==> src/design/lsa_ram.sv <==
// Generic single-port-write, single-port-read RAM with registered read.
`default_nettype none
module lsa_ram #(
  parameter int WIDTH = 8,
  parameter int DEPTH = 16
) (
  input  wire logic                     clk,
  input  wire logic                     wr_en,
  input  wire logic [$clog2(DEPTH)-1:0] wr_addr,
  input  wire logic [WIDTH-1:0]         wr_data,
  input  wire logic                     rd_en,
  input  wire logic [$clog2(DEPTH)-1:0] rd_addr,
  output logic      [WIDTH-1:0]         rd_data
);

  logic [WIDTH-1:0] mem [DEPTH];

  always_ff @(posedge clk) begin
    if (wr_en) begin
      mem[wr_addr] <= wr_data;
    end
    if (rd_en) begin
      rd_data <= mem[rd_addr];
    end
  end

endmodule
`default_nettype wire

==> config.mk <==
export PLATFORM = sky130hd
export DESIGN_NAME = lsa_ram
export DESIGN_NICKNAME = d
export VERILOG_FILES = /design/src/design/lsa_ram.sv
export SDC_FILE = /design/constraint.sdc
export NUM_CORES = 1
export LEC_CHECK = 0
export ABC_AREA = 1
export BUFFER_PORTS_ARGS = -buffer_cell sky130_fd_sc_hd__clkbuf_2
export CORE_UTILIZATION = 50
export CTS_BUF_LIST = sky130_fd_sc_hd__clkbuf_16
export CTS_CLUSTER_DIAMETER = 100
export CTS_CLUSTER_SIZE = 25
export DETAILED_ROUTE_END_ITERATION = 10
export GPL_TIMING_DRIVEN = 0
export PLACE_DENSITY = 0.69
export RECOVER_POWER = 25
export SETUP_SLACK_MARGIN = 0.3
export SYNTH_ARGS = -nofsm -noshare
export SYNTH_HDL_FRONTEND = slang
export SYNTH_SLANG_ARGS = --single-unit
==> constraint.sdc <==
create_clock -name clk -period 0.9 [get_ports clk]
set_input_delay 0 -clock clk [delete_from_list [all_inputs] [get_ports clk]]
set_output_delay 0 -clock clk [all_outputs]
set_load 0.02 [all_outputs]
==> flow_metrics.py <==
metrics = {
    "status": {
        "run_status": "finished, violations left",
        "failed_checks": "negative setup slack",
    },
    "floorplanning": {
        "rows": 39,
        "core_area_um2": 11400,
        "dieArea_um2": 12100,
        "die_height_um": 110,
        "initial_utilization": 0.512,
        "die_x_um": 110,
        "ios": 27,
    },
    "placed_design": {
        "hpwl_um": 9290,
        "dpl_cell_area_um2": 6300,
        "portBuffers": 23,
        "gp_congestion": 0.954,
    },
    "grt": {
        "antenna_found_initial": 0,
        "grt_pass1_vias": 3952,
        "grt_max_degree": 17,
        "grt.total_usage": 0.266,
        "grt_pass1_wl_um": 22300,
        "grt_overflow": 0,
    },
    "logic_synthesis": {
        "synth.area.top_cells": "edfxtp_1, nand2_1, nand3_1",
        "synthMuxAreaShare": 0,
        "synth_nets": 570,
        "synth_fa_ha_area_frac": 0,
        "syn_area_per_cell_um2": 10.6,
        "ys_seq_elements": 136,
        "yosysTopAreaCell": "edfxtp_1",
        "syn-cell-area_um2": 5850,
        "synth_compound_area_frac": 0,
        "yosys_warnings": 0,
        "synthSimpleGateAreaFrac": 0.208,
        "synth_top_family_by_area": "simple AND/OR/NAND/NOR gates",
        "syn-instance-count": 551,
        "yosysTopAreaCellShare": 0.698,
        "ys_types": 11,
        "seq_area_frac_synth": 0.698,
        "synth_xor_area_frac": 0,
    },
    "final_layout": {
        "drive_gt1_frac": 0.300,
        "final_common_cell": "nand2_1",
        "finalNetCount": 627,
        "final_util": 0.661,
        "syn_to_final_growth_pct": 29.1,
        "stdcell_area_um2": 7550,
        "layout_common_cells": "nand2_1, edfxtp_1, inv_1",
        "antenna_cells": 0,
    },
    "sta": {
        "layout_setup_ws_ns": -0.226,
        "setup_viol": 16,
        "hold_viol": 0,
        "layout_min_cycle_time_ns": 1.13,
        "post-route-period-util": 1.25,
        "whs_ns": 0.00533,
        "max_freq_mhz": 888,
        "clock-skew-final_ns": 0.00355,
        "finalMaxSlewViolations": 0,
        "worst_slew_margin_rel": 0.405,
        "rsz0062_at_grt": "yes",
        "tightestPinTransition_ns": 0.893,
    },
    "worst_setup_path": {
        "crit_cells": 6,
        "worstPathArrival_ns": 1.29,
        "required_ns": 1.07,
        "critPathLaunchType": "register",
        "cp_top_family": "simple AND/OR/NAND/NOR gates",
        "r2r-start": "mem[3][3]$_DFFE_PP_",
        "cpMaxStageDelayCell": "edfxtp_1",
        "cpMostUsedCell": "nand2_2",
        "crit_buf_inv": 0,
        "ff2ff_setup_slack_ns": -0.23,
        "critPathMaxFanout": 1,
        "critical_path_class": "register to register",
        "cp_cell_sequence": "nand2_2 > nand2_2 > nand2_1 > nand3_1 > nand3_1 > nand2_2",
        "startpoint": "mem[3][3]$_DFFE_PP_",
        "slowest_delay_ns": 0.40,
        "end_kind": "register",
        "r2r_cells": 6,
    },
    "routing": {
        "drt_iter0_drc": 313,
        "drc": 0,
        "wirelength_um": 14700,
        "first_pass_iters": 5,
        "viasPerCell": 5.33,
        "ant_nets": 0,
        "via_count": 4070,
        "wire_per_inst_um": 19.2,
    },
    "cts": {
        "clk_pin_slew_ns": 0.06,
        "ctsHtreeMaxLevel": 4,
        "clkLatencyLatePin_ns": 0.42,
        "cts.sinks": 136,
        "clk_path_buf_depth": 2,
        "cts.root.buffer_cell": "clkbuf_16",
        "cts_made_buffers": 17,
        "cts_tree": "built",
    },
    "hold_path": {
        "hp-class": "input pin to register",
        "min_from": "rd_en",
        "holdPathStages": 1,
    },
    "pwr": {
        "power_leakage_nw": 3.17,
        "p_per_area_nw_per_um2": 2090,
        "power_mw": 15.8,
        "ir_worst_vdd_uv": 1160,
    },
    "run": {
        "cap_violations": 0,
    },
}
==> state kept, by name (all words and copies together) (netlist names) <==
signal   count
mem        128
rd_data      8
==> worst paths after layout <==
kind                                              to
worst max register to register  rd_data[3]$_DFFE_PP_
worst max-delay path            rd_data[3]$_DFFE_PP_
worst min register to register  rd_data[2]$_DFFE_PP_
worst min-delay path            rd_data[5]$_DFFE_PP_
==> cells by family after synthesis <==
| logic type | after synthesis |
|---|---|
| AND/OR/NAND/NOR | 289 |
| buffers and inverters | 126 |
| flip-flops | 136 |
==> what timing repair did <==
action	in CTS	in global routing
setup endpoints to repair	80	129
buffers inserted	13	2
endpoints found under the hold margin	8	8
pin swaps	44	33
gates cloned	0	0
resized for setup	64	50
==> power by group <==
| group | total [mW] | internal, mW | switching, mW | leakage, nW |
|---|---|---|---|---|
| combinational | 1.26 | 0.419 | 0.841 | 1.63 |
| sequential | 7.18 | 7.14 | 0.0411 | 1.24 |
| clock | 7.35 | 4.64 | 2.71 | 0.297 |
==> through the flow <==
step                      std cells  setup TNS (ns)  setup slack (ns)
after floorplan                 551          -0.876           -0.0184
after CTS                       762           -1.85            -0.185
after global routing            764           -2.62            -0.290
after global placement          717          -30.82            -0.475
final                           764           -1.93            -0.226
after detailed placement        717          -34.66            -0.505
==> synth_stat cells <==
cell        n
buf_1       1
inv_2       2
nand3_1    97
nand2_1   173
buf_6       6
buf_4       4
edfxtp_1  136
buf_2      13
nand3b_1    2
inv_1     100
nor2_1     17
==> routing by layer <==
metal	share of wire	vias to the layer above	GRT usage
li1	-	1898	-
met1	0.42	1967	0.356
met2	0.49	179	0.428
met3	0.068	26	0.0511
met4	0.022	0	0.115
met5	0	-	0
==> final cells by class <==
cell class,instances,area (um^2)
plain buffers,24,166
clock buffers,17,425
clock inverters,15,204
fillers,836,3870
inverters,102,393
multi-input cells,289,1700
flip-flops and latches,136,4080
well taps,143,179
repair buffers,38,402
(Power assumes the default switching activity.)
