--- src/design/lsa_pkg.sv ---
// Shared types, codes and constants of the latency statistics accumulator.
`default_nettype none
package lsa_pkg;

  localparam int KINDS   = 5;
  localparam int PAIRS   = 5;
  localparam int RECORDS = KINDS * PAIRS;
  localparam int ADDR_W  = $clog2(RECORDS);

  localparam logic [0:0] OP_RECORD = 1'b0;
  localparam logic [0:0] OP_READ   = 1'b1;

  localparam logic [2:0] KIND_BOOK       = 3'd0;
  localparam logic [2:0] KIND_TRADE      = 3'd1;
  localparam logic [2:0] KIND_INSTRUMENT = 3'd3;

  localparam logic [2:0] PAIR_EXCH_PARSER   = 3'd0;
  localparam logic [2:0] PAIR_PARSER_SERVER = 3'd1;
  localparam logic [2:0] PAIR_SERVER_CUR    = 3'd2;
  localparam logic [2:0] PAIR_PARSER_CUR    = 3'd3;
  localparam logic [2:0] PAIR_EXCH_CUR      = 3'd4;

  localparam logic [63:0] MAX64S = 64'h7FFF_FFFF_FFFF_FFFF;
  localparam logic [63:0] MIN64S = 64'h8000_0000_0000_0000;
  localparam logic [62:0] MAX63  = 63'h7FFF_FFFF_FFFF_FFFF;

  localparam int          SQ_DIVISOR = 1000000;
  localparam int          REM_W      = 20;
  localparam logic [REM_W:0] DIVISOR_W = (REM_W + 1)'(SQ_DIVISOR);

  localparam int HALF_W    = 21;
  localparam int PROD_W    = 2 * HALF_W;
  localparam int DIVD_W    = 88;
  localparam int DIV_BITS  = 8;
  localparam int DIV_STEPS = DIVD_W / DIV_BITS;
  localparam int MUL_STEPS = 3;

  typedef struct packed {
    logic [63:0] rmin;
    logic [63:0] rmax;
    logic [63:0] rsum;
    logic [62:0] rsq;
    logic [63:0] rcount;
  } record_t;

  localparam int REC_W = $bits(record_t);

  localparam record_t RESET_RECORD = '{
    rmin:   MAX64S,
    rmax:   MIN64S,
    rsum:   64'd0,
    rsq:    63'd0,
    rcount: 64'd0
  };

  typedef enum logic [2:0] {
    ST_IDLE,
    ST_PAIR,
    ST_WAIT,
    ST_READ,
    ST_RESP
  } seq_state_t;

  typedef enum logic [1:0] {
    SQ_IDLE,
    SQ_MUL,
    SQ_DIV,
    SQ_DONE
  } sq_state_t;

endpackage
`default_nettype wire

--- src/design/lsa_update.sv ---
// Record merge: fold one delta and its square term into a statistics record.
`default_nettype none
module lsa_update (
  input  wire lsa_pkg::record_t old_rec,
  input  wire logic [63:0]      delta,
  input  wire logic [62:0]      term,
  output lsa_pkg::record_t      new_rec
);

  logic [63:0] sum_raw;
  logic        sum_ovf;
  logic [62:0] sq_room;

  always_comb begin
    sum_raw = old_rec.rsum + delta;
    sum_ovf = (old_rec.rsum[63] == delta[63]) && (sum_raw[63] != old_rec.rsum[63]);
    sq_room = lsa_pkg::MAX63 - term;

    new_rec.rmin = ($signed(delta) < $signed(old_rec.rmin)) ? delta : old_rec.rmin;
    new_rec.rmax = ($signed(old_rec.rmax) < $signed(delta)) ? delta : old_rec.rmax;
    if (sum_ovf) begin
      new_rec.rsum = old_rec.rsum[63] ? lsa_pkg::MIN64S : lsa_pkg::MAX64S;
    end else begin
      new_rec.rsum = sum_raw;
    end
    new_rec.rsq = (old_rec.rsq > sq_room) ? lsa_pkg::MAX63 : old_rec.rsq + term;
    new_rec.rcount = old_rec.rcount + 64'd1;
  end

endmodule
`default_nettype wire

--- config.mk ---
export PLATFORM = sky130hd
export DESIGN_NAME = lsa_update
export DESIGN_NICKNAME = d
export VERILOG_FILES = /design/src/design/lsa_pkg.sv /design/src/design/lsa_update.sv
export SDC_FILE = /design/constraint.sdc
export NUM_CORES = 1
export LEC_CHECK = 0
export BUFFER_PORTS_ARGS = -buffer_cell sky130_fd_sc_hd__buf_2
export CAP_MARGIN = 10
export CORE_AREA = 5 5 298 300
export DETAILED_ROUTE_END_ITERATION = 8
export DIE_AREA = 0 0 303 305
export GPL_TIMING_DRIVEN = 0
export PLACE_DENSITY = 0.45
export RECOVER_POWER = 50
export SYNTH_ARGS = -nofsm -noshare
export SYNTH_HDL_FRONTEND = slang
export SYNTH_SLANG_ARGS = --single-unit
--- constraint.sdc ---
create_clock -name vclk -period 4.5
set_input_delay 0.225 -clock vclk [all_inputs]
set_output_delay 0.225 -clock vclk [all_outputs]
set_load 0.01 [all_outputs]
==> results.py <==
metrics = {
    "timing": {
        "period_minus_slack_ps": 4468,
        "slew_headroom": 0.1955,
        "post-route-period-util": 0.9929,
        "setup-tns-final_ps": 0,
        "setup_viol": 0,
        "finalHoldViolCount": 0,
        "fin_ws_ps": 31.98,
        "max_freq_ghz": 0.2238,
        "slew_viol_final": 0,
        "rsz0062_at_grt": "yes",
        "worst_slew_pin_slew_ps": 1207,
        "timing.hold.ws_ps": 730.1,
    },
    "pwr": {
        "p_leak_nw": 10.33,
        "p_per_area_mw_per_mm2": 183.6,
        "vdd_drop_max_mv": 0.06730,
    },
    "finish": {
        "final_nets": 3723,
        "nFlopsAndLatches": 0,
        "clock_buffers": 0,
        "seq_area_sq_um": 0,
        "area_delta_synth_final_pct": 33.76,
        "utilization": 0.2422,
        "layout-drive-gt1-share": 0.2445,
        "stdcell_count": 4197,
    },
    "global_route": {
        "grt_pass1_wl_um": 144000,
        "antenna_found_initial": 43,
        "grt_pass1_vias": 20490,
        "grt_start_max_net_pins": 11,
        "grt_overflow_total": 0,
        "track_usage": 0.2087,
    },
    "yosys": {
        "yosys_warnings": 0,
        "synth_area_leaders": "ha_1 20%, a21oi_1 7.8%, mux2i_1 7.7%",
        "synth_nets": 2952,
        "syn_area_per_cell_sq_um": 6.915,
        "ys_types": 79,
        "yosys.area.top_type": "ha_1",
        "syn_area_sq_mm": 0.01556,
        "netlist.area_leader.share": 0.2043,
        "synthCells": 2250,
        "seq_area_frac_synth": 0,
    },
    "floorplan": {
        "dieArea_sq_mm": 0.09242,
        "rows": 108,
        "coreArea_sq_mm": 0.08594,
        "die_h_um": 305,
        "dieWidth_um": 303,
        "ios": 765,
        "start_util": 0.1810,
    },
    "route": {
        "dr.pass1.iters": 5,
        "vias": 20730,
        "via_per_inst": 4.938,
        "drt_iter0_markers": 1221,
        "wl_um": 104100,
        "ant_nets": 0,
        "avgRoutedWirePerCell_um": 24.80,
        "drc": 0,
    },
    "placement": {
        "dp_hpwl_um": 93230,
        "dpl.cell_count": 4173,
        "pre_cts_ws_ps": -1251,
        "portBuffers": 765,
        "finalWeightedCongestion": 0.9214,
    },
    "critical_path": {
        "crit_type": "in -> out",
        "required_ps": 4280,
        "critPathLaunchType": "input port",
        "cp.arrival_ps": 4240,
        "path_max_fanout": 10,
        "worstSetupEndpointType": "output pin",
    },
    "hold_path": {
        "hp-class": "in -> out",
    },
    "status": {
        "status": "finished clean",
    },
    "clock_network": {
        "ctsHoldBuffers": 0,
    },
    "job": {
        "drv_cap": 0,
    },
}
==> stage by stage <==
step | power (mW) | instance area [sq um]
6_report | 3.821 | 20810
2_1_floorplan | 2.144 | 15560
4_1_cts | 3.875 | 20930
3_5_place_dp | 3.845 | 20880
3_3_place_gp | 3.847 | 20830
5_1_grt | 4.154 | 20780
==> metal layers <==
| layer | wire length, um | track usage | vias up |
|---|---|---|---|
| met5 | 226 | 0 | - |
| met4 | 3539 | 0.06219 | 30 |
| met3 | 10120 | 0.06969 | 144 |
| met2 | 47950 | 0.3510 | 790 |
| met1 | 42230 | 0.2521 | 9757 |
| li1 | - | - | 10000 |
==> where the power goes <==
group,leakage [nW],total [mW],switching [mW],internal (mW)
combinational,10.3,3.82,2.41,1.41
sequential,0,0,0,0
clock,0.000146,0.000000425,0,0.000000425
==> layout make-up <==
cell class	count	area, sq um
timing repair buffer	769	3707
fill	10090	65130
multi-input combinational	1963	14410
inverter	171	641.9
antenna	23	57.56
tap	1155	1445
buffer	116	545.5
==> what timing repair did <==
action                     in CTS  in global routing
setup endpoints to repair     124                 23
setup buffers                   1                  0
pin swaps                       1                  0
gates resized for setup        12                 14
==> cell usage after synthesis, types with 8 or more instances <==
cell type	instances
nor4_1	12
nand3_1	45
buf_2	26
nand2b_1	21
a221o_1	61
and2_1	10
o21ai_2	8
buf_6	8
nor2_1	111
clkbuf_1	71
o21ai_1	8
inv_1	170
o211ai_1	9
and4_1	8
or3_1	8
nand4_1	75
a211oi_1	14
o31ai_1	10
nand2_1	214
ha_1	254
xnor2_1	115
nor2b_1	11
mux2_2	15
o21ai_0	144
a21o_1	132
a31oi_1	17
and3_1	26
a21oi_1	242
a221oi_1	58
xor2_1	58
nor3_1	26
o21bai_1	28
o21a_1	24
mux2i_1	120
==> path summary, 6_finish.rpt <==
kind	from	endpoint	slack [ps]	cells past startpoint
worst max-delay path	old_rec[256]	new_rec[303]	30	15
worst min-delay path	old_rec[63]	new_rec[63]	730	3
==> placed cells by master, fill, tap and decap left out, types with 7 or more instances in the layout <==
master,synthesis,layout
o21ai_1,8,11
nand2_1,214,214
o21a_1,24,24
o21ai_0,144,140
o21ai_2,8,8
a221o_1,61,61
and4_1,8,8
ha_1,254,254
nor2_1,111,110
clkbuf_1,71,196
mux2i_1,120,120
nand2b_1,21,21
a21oi_1,242,241
o31ai_1,10,10
a31oi_1,17,17
nand4_1,75,75
a211oi_1,14,13
diode_2,0,23
and2_1,10,7
buf_2,26,653
inv_1,170,170
xor2_1,58,58
mux2_2,15,15
and3_1,26,26
buf_6,8,8
o21bai_1,28,28
clkbuf_2,2,19
or3_1,8,8
o211ai_1,9,9
a221oi_1,58,58
xnor2_1,115,115
nor4_1,12,12
nand3_1,45,44
nor3_1,26,26
nor2b_1,11,11
a21o_1,132,132
==> worst max-delay path: stages <==
cell	delay, ps
buf_2	80
inv_1	50
ha_1	280
a21o_1	150
a21o_1	180
a21oi_1	330
o21ai_0	220
a221oi_1	470
o21ai_1	340
nor4_1	330
a211oi_1	70
clkbuf_2	410
buf_2	380
mux2i_1	470
buf_2	230
==> logic make-up after synthesis <==
| family | share of synthesized area |
|---|---|
| simple gates | 0.1832 |
| xor+xnor | 0.09739 |
| buf+inv | 0.07680 |
| compound gates | 0.3471 |
| fa+ha+maj | 0.2075 |
| mux | 0.08806 |
Power figures use the tool's default switching activity.
