## src/design/lsa_pkg.sv

```systemverilog
// Shared types, codes and constants of the latency statistics accumulator.
`default_nettype none
package lsa_pkg;

  localparam int KINDS   = 5;
  localparam int PAIRS   = 5;
  localparam int RECORDS = KINDS * PAIRS;
  localparam int ADDR_W  = $clog2(RECORDS);

  localparam logic [0:0] OP_RECORD = 1'b0;
  localparam logic [0:0] OP_READ   = 1'b1;

  localparam logic [2:0] KIND_BOOK       = 3'd0;
  localparam logic [2:0] KIND_TRADE      = 3'd1;
  localparam logic [2:0] KIND_INSTRUMENT = 3'd3;

  localparam logic [2:0] PAIR_EXCH_PARSER   = 3'd0;
  localparam logic [2:0] PAIR_PARSER_SERVER = 3'd1;
  localparam logic [2:0] PAIR_SERVER_CUR    = 3'd2;
  localparam logic [2:0] PAIR_PARSER_CUR    = 3'd3;
  localparam logic [2:0] PAIR_EXCH_CUR      = 3'd4;

  localparam logic [63:0] MAX64S = 64'h7FFF_FFFF_FFFF_FFFF;
  localparam logic [63:0] MIN64S = 64'h8000_0000_0000_0000;
  localparam logic [62:0] MAX63  = 63'h7FFF_FFFF_FFFF_FFFF;

  localparam int          SQ_DIVISOR = 1000000;
  localparam int          REM_W      = 20;
  localparam logic [REM_W:0] DIVISOR_W = (REM_W + 1)'(SQ_DIVISOR);

  localparam int HALF_W    = 21;
  localparam int PROD_W    = 2 * HALF_W;
  localparam int DIVD_W    = 88;
  localparam int DIV_BITS  = 8;
  localparam int DIV_STEPS = DIVD_W / DIV_BITS;
  localparam int MUL_STEPS = 3;

  typedef struct packed {
    logic [63:0] rmin;
    logic [63:0] rmax;
    logic [63:0] rsum;
    logic [62:0] rsq;
    logic [63:0] rcount;
  } record_t;

  localparam int REC_W = $bits(record_t);

  localparam record_t RESET_RECORD = '{
    rmin:   MAX64S,
    rmax:   MIN64S,
    rsum:   64'd0,
    rsq:    63'd0,
    rcount: 64'd0
  };

  typedef enum logic [2:0] {
    ST_IDLE,
    ST_PAIR,
    ST_WAIT,
    ST_READ,
    ST_RESP
  } seq_state_t;

  typedef enum logic [1:0] {
    SQ_IDLE,
    SQ_MUL,
    SQ_DIV,
    SQ_DONE
  } sq_state_t;

endpackage
`default_nettype wire

```

## src/design/lsa_square_unit.sv

```systemverilog
// Multicycle unit: floor(mag^2 / 1000000), saturated to the 63-bit maximum.
`default_nettype none
module lsa_square_unit (
  input  wire logic        clk,
  input  wire logic        rst,
  input  wire logic        start,
  input  wire logic [62:0] mag,
  output logic             done,
  output logic      [62:0] term
);

  localparam int HW = lsa_pkg::HALF_W;
  localparam int PW = lsa_pkg::PROD_W;
  localparam int DW = lsa_pkg::DIVD_W;
  localparam int DB = lsa_pkg::DIV_BITS;
  localparam int RW = lsa_pkg::REM_W;

  lsa_pkg::sq_state_t state, state_next;
  logic [3:0]    step;
  logic [HW-1:0] mag_hi;
  logic [HW-1:0] mag_lo;
  logic          sat;
  logic [DW-1:0] acc;
  logic [RW-1:0] rem;

  logic [HW-1:0] op_a;
  logic [HW-1:0] op_b;
  logic [PW-1:0] prod;
  logic [DW-1:0] addend;
  logic [DW-1:0] div_acc_next;
  logic [RW-1:0] div_rem_next;

  always_comb begin
    case (step)
      4'd0: begin
        op_a = mag_hi;
        op_b = mag_hi;
      end
      4'd1: begin
        op_a = mag_hi;
        op_b = mag_lo;
      end
      default: begin
        op_a = mag_lo;
        op_b = mag_lo;
      end
    endcase
    prod = op_a * op_b;
    case (step)
      4'd0: begin
        addend = DW'(prod) << (2 * HW);
      end
      4'd1: begin
        addend = DW'(prod) << (HW + 1);
      end
      default: begin
        addend = DW'(prod);
      end
    endcase
  end

  always_comb begin
    logic [RW:0]   trial;
    logic [RW-1:0] r;
    logic [DB-1:0] qbits;
    r = rem;
    qbits = '0;
    for (int i = 0; i < DB; i++) begin
      trial = {r, acc[DW-1-i]};
      if (trial >= lsa_pkg::DIVISOR_W) begin
        trial = trial - lsa_pkg::DIVISOR_W;
        qbits[DB-1-i] = 1'b1;
      end
      r = trial[RW-1:0];
    end
    div_rem_next = r;
    div_acc_next = {acc[DW-DB-1:0], qbits};
  end

  always_comb begin
    state_next = state;
    case (state)
      lsa_pkg::SQ_IDLE: begin
        if (start) begin
          state_next = lsa_pkg::SQ_MUL;
        end
      end
      lsa_pkg::SQ_MUL: begin
        if (step == 4'(lsa_pkg::MUL_STEPS - 1)) begin
          state_next = lsa_pkg::SQ_DIV;
        end
      end
      lsa_pkg::SQ_DIV: begin
        if (step == 4'(lsa_pkg::DIV_STEPS - 1)) begin
          state_next = lsa_pkg::SQ_DONE;
        end
      end
      lsa_pkg::SQ_DONE: begin
        state_next = lsa_pkg::SQ_IDLE;
      end
      default: begin
        state_next = lsa_pkg::SQ_IDLE;
      end
    endcase
  end

  always_comb begin
    done = (state == lsa_pkg::SQ_DONE);
    term = (sat || (acc[DW-1:63] != '0)) ? lsa_pkg::MAX63 : acc[62:0];
  end

  always_ff @(posedge clk) begin
    if (rst) begin
      state <= lsa_pkg::SQ_IDLE;
      step  <= '0;
    end else begin
      state <= state_next;
      case (state)
        lsa_pkg::SQ_IDLE: begin
          step <= '0;
        end
        lsa_pkg::SQ_MUL: begin
          step <= (step == 4'(lsa_pkg::MUL_STEPS - 1)) ? 4'd0 : step + 4'd1;
        end
        lsa_pkg::SQ_DIV: begin
          step <= step + 4'd1;
        end
        default: begin
          step <= '0;
        end
      endcase
    end
  end

  always_ff @(posedge clk) begin
    case (state)
      lsa_pkg::SQ_IDLE: begin
        if (start) begin
          mag_hi <= mag[2*HW-1:HW];
          mag_lo <= mag[HW-1:0];
          sat    <= (mag[62:2*HW] != '0);
          acc    <= '0;
          rem    <= '0;
        end
      end
      lsa_pkg::SQ_MUL: begin
        acc <= acc + addend;
      end
      lsa_pkg::SQ_DIV: begin
        acc <= div_acc_next;
        rem <= div_rem_next;
      end
      default: begin
        acc <= acc;
      end
    endcase
  end

endmodule
`default_nettype wire

```

## config.mk

```make
export PLATFORM = sky130hd
export DESIGN_NAME = lsa_square_unit
export DESIGN_NICKNAME = d
export VERILOG_FILES = /design/src/design/lsa_pkg.sv /design/src/design/lsa_square_unit.sv
export SDC_FILE = /design/constraint.sdc
export NUM_CORES = 2
export LEC_CHECK = 0
export BUFFER_PORTS_ARGS = -buffer_cell sky130_fd_sc_hd__buf_2
export CAP_MARGIN = 30
export CORE_ASPECT_RATIO = 0.8
export CORE_UTILIZATION = 40
export CTS_CLUSTER_SIZE = 30
export DETAILED_ROUTE_END_ITERATION = 7
export GPL_TIMING_DRIVEN = 0
export HOLD_SLACK_MARGIN = 0.08
export SYNTH_ARGS = -nofsm -noshare
export SYNTH_HDL_FRONTEND = slang
export SYNTH_SLANG_ARGS = --single-unit
```

## constraint.sdc

```tcl
create_clock -name clk -period 28.5 [get_ports clk]
set_input_delay 2.85 -clock clk [delete_from_list [all_inputs] [get_ports clk]]
set_output_delay 2.85 -clock clk [all_outputs]
set_load 0.05 [all_outputs]
```

==> summary.md <==
| Metric | Value |
|---|---|
| Tmin final | 18.50 ns |
| Die area | 0.0778 sq mm |
| Post-Route WL | 108 mm |
| Share of the synthesized area in the top cell type | 23.4% |
| Cts hold-fix bufs | 0 |
| Met1 GRT Util | 42.9% |
| Vias after detailed routing | 27900 |
| Clk buf depth | 2 |
| WHS Endpoint | step[0] |
| Vias per cell | 5.78 |
| Critical Path Max Stage Delay | 0.85 ns |
| Input/output buffers | 129 |
| Die height | 250 um |
| Final hold viol count | 0 |
| Worst-Skew Late Latency | 0.51 ns |
| Required time worst endpoint | 28.76 ns |
| CTS resizes | 0 |
| Top cell by count, worst path | o21ai_0 |
| Final Worst Setup Slack | 10.00 ns |
| Syn Inst Count | 3630 |
| Largest net degree at the start of global routing | 33 |
| Final Setup Violations | 0 |
| Total track usage | 27.6% |
| GRT overflow | 0 |
| CP max FO | 10 |
| Synth unique cells | 127 |
| First-pass GRT wire length | 163 mm |
| Core area | 0.0757 sq mm |
| Most frequent cell after synthesis | nand2_1 |
| Setup WS pre-CTS | 10.58 ns |
| DR DRC count | 0 |
| Yosys warnings | 0 |
| Hold Path Class | reg2reg |
| Placed instance area | 0.0328 sq mm |
| Multi-input gate area | 0.0238 sq mm |
| Boundary Pins | 130 |
| Crit path buffers/inverters | 7 |
| Vias in the first global route | 26000 |
| CTS clk-pin slew, worst paths | 0.09 ns |
| Worst Hold Path Cells | 1 |
| Die X | 312 um |
| Syn avg cell area | 8.45 sq um |
| Number of nets in the layout | 4476 |
| Routability Congestion | 1.03 |
| Register bit total from synthesis | 157 |
| Async set or reset register ratio after synthesis | 0% |
| Commonest cells post-synth | nand2_1 (543), inv_1 (438), fa_1 (359), nor2_1 (333), ha_1 (253) |
| Post-Synthesis Cell Area | 0.0307 sq mm |
| Max-slew violations | 0 |
| Fin crit share | 64.9% |
| CTS buffer count | 17 |
| Status | completed |
| Rel. slew slack | 25.7% |
| Register area | 0.00465 sq mm |
| Largest cells by area after synthesis | fa_1 (23%), edfxtp_1 (15%), ha_1 (10%) |
| WL/cell | 22.4 um |
| Setup_tns | 0 ns |
| Min-Delay Startpoint | step[0] |
| CTS root buffer | clkbuf_16 |
| Fill cells | 7670 |
| Met2 Use GR | 36.3% |
| Post-synth net total | 4308 |
| Worst path slowest cell | o41ai_1 |
| Core Util, Final | 44.2% |
| Initial DRC count | 3431 |
| Critical path arrival | 18.75 ns |
| Crit path launch type | register |
| Post-route cell area | 0.0335 sq mm |
| Antenna violations before repair | 2 |
| Worst Tran Pin Value | 1.08 ns |
| Setup Skew | 0.0233 ns |
| Post-synth EDFFs | 151 |
| Setup crit end kind | register |
| Fmax | 54.1 MHz |
| CTS tree | yes |
| Post-DP HPWL | 89.8 mm |
| Antenna violation net count after detailed routing | 0 |
| Setup slack, reg-to-reg | 10.00 ns |
| Initial Utilization | 40.5% |
| RSZ-0062 raised after global routing | no |
| Placement row count | 90 |
| Worst r2r src | step[0] |
| H-tree depth | 4 |
| Setup CP Type | reg2reg |
| Layout cell share with drive strength beyond 1 | 7.69% |
| Primary FF master, synth | edfxtp_1 |
| Reg2reg path depth | 68 |
| Sequential share of the synthesized area | 15.2% |
| Antenna Cells | 0 |
| Worst r2r dst | acc[85] |
| Synth area leader | fa_1 |
| GRT busiest layer | met1 |
| P&R area growth vs syn | 9.14% |
| Max cap viols | 0 |
| Top delay family on crit path | compound AO/OA/AOI/OAI gates |
| TritonRoute pass-1 iters | 6 |
| Postcts setup bufs | 0 |
| Met3 Track Usage GR | 7.50% |
| Clock Sinks | 157 |
-- flip-flops by register name, indices dropped and copies added, names as in the netlist --
name / count
acc: 88
mag_hi: 21
mag_lo: 21
rem: 20
sat: 1
state: 2
step: 4
-- per-stage QoR --
stage               hold slack (ns)  instances
floorplan                     0.445       3630
global placement              0.463       4771
detailed placement            0.485       4789
CTS                           0.506       4821
global route                  0.518       4823
finish                        0.505       4823
-- placed cells by master, fill, tap and decap left out, types with 65 or more instances in the layout --
| cell | instances |
|---|---|
| xnor2_1 | 111 |
| nor2_1 | 333 |
| inv_1 | 437 |
| buf_2 | 137 |
| o21ai_0 | 127 |
| clkbuf_1 | 122 |
| nand2b_1 | 99 |
| and2_1 | 65 |
| fa_1 | 359 |
| nand2_1 | 543 |
| a21oi_1 | 151 |
| edfxtp_1 | 151 |
| ha_1 | 253 |
-- metal layers --
metal  wire length, um  share of wire, %
met1             50200                47
met2             42000                39
met3             12600                12
met4              2990               2.8
met5                 0                 0
-- cell families after synthesis --
kind of cell               count (synthesis)  share of synthesized area (%)
and+or+nand+nor                         1317                           19.7
AOI/OAI and AO/OA                        734                           17.3
adders and majority gates                612                           33.8
buffers and inverters                    583                           7.28
xor gates and xnor gates                 166                           4.74
DFF                                      157                           15.2
muxes                                     61                           2.06
-- worst max path at each step --
stage | start | to | slack, ns | cells after the start
finish | step[0] | acc[85] | 10.00 | 68
global route | step[0] | acc[87] | 9.18 | 72
CTS | step[0] | acc[85] | 10.49 | 66
detailed placement | step[0] | acc[85] | 10.58 | 67
global placement | step[0] | acc[85] | 10.68 | 66
floorplan | step[0] | acc[87] | 14.45 | 72
-- worst reg2reg max path: cells and delay by family (launching register included) --
family / cells / cell delay (ns)
AO/OA/AOI/OAI: 34 / 8.64
XOR/XNOR: 2 / 0.37
flip-flops: 1 / 0.43
AND/OR/NAND/NOR: 15 / 2.89
buffers and inverters: 7 / 1.85
adder cells (fa/ha/maj): 10 / 4.09
-- final cells by class --
| type | count | share of cell area (%) |
|---|---|---|
| Buffer | 143 | 1.74 |
| Clock buffer | 17 | 1.27 |
| Clock inverter | 15 | 0.617 |
| Inverter | 440 | 4.94 |
| Multi-Input combinational cell | 2890 | 71.1 |
| Sequential cell | 157 | 13.9 |
| Tap cell | 1012 | 3.78 |
| Timing Repair Buffer | 149 | 2.64 |
Power is left out: the tool's default activity adds up to more than one toggle a clock period on the data nets, which glitch-free logic cannot reach.
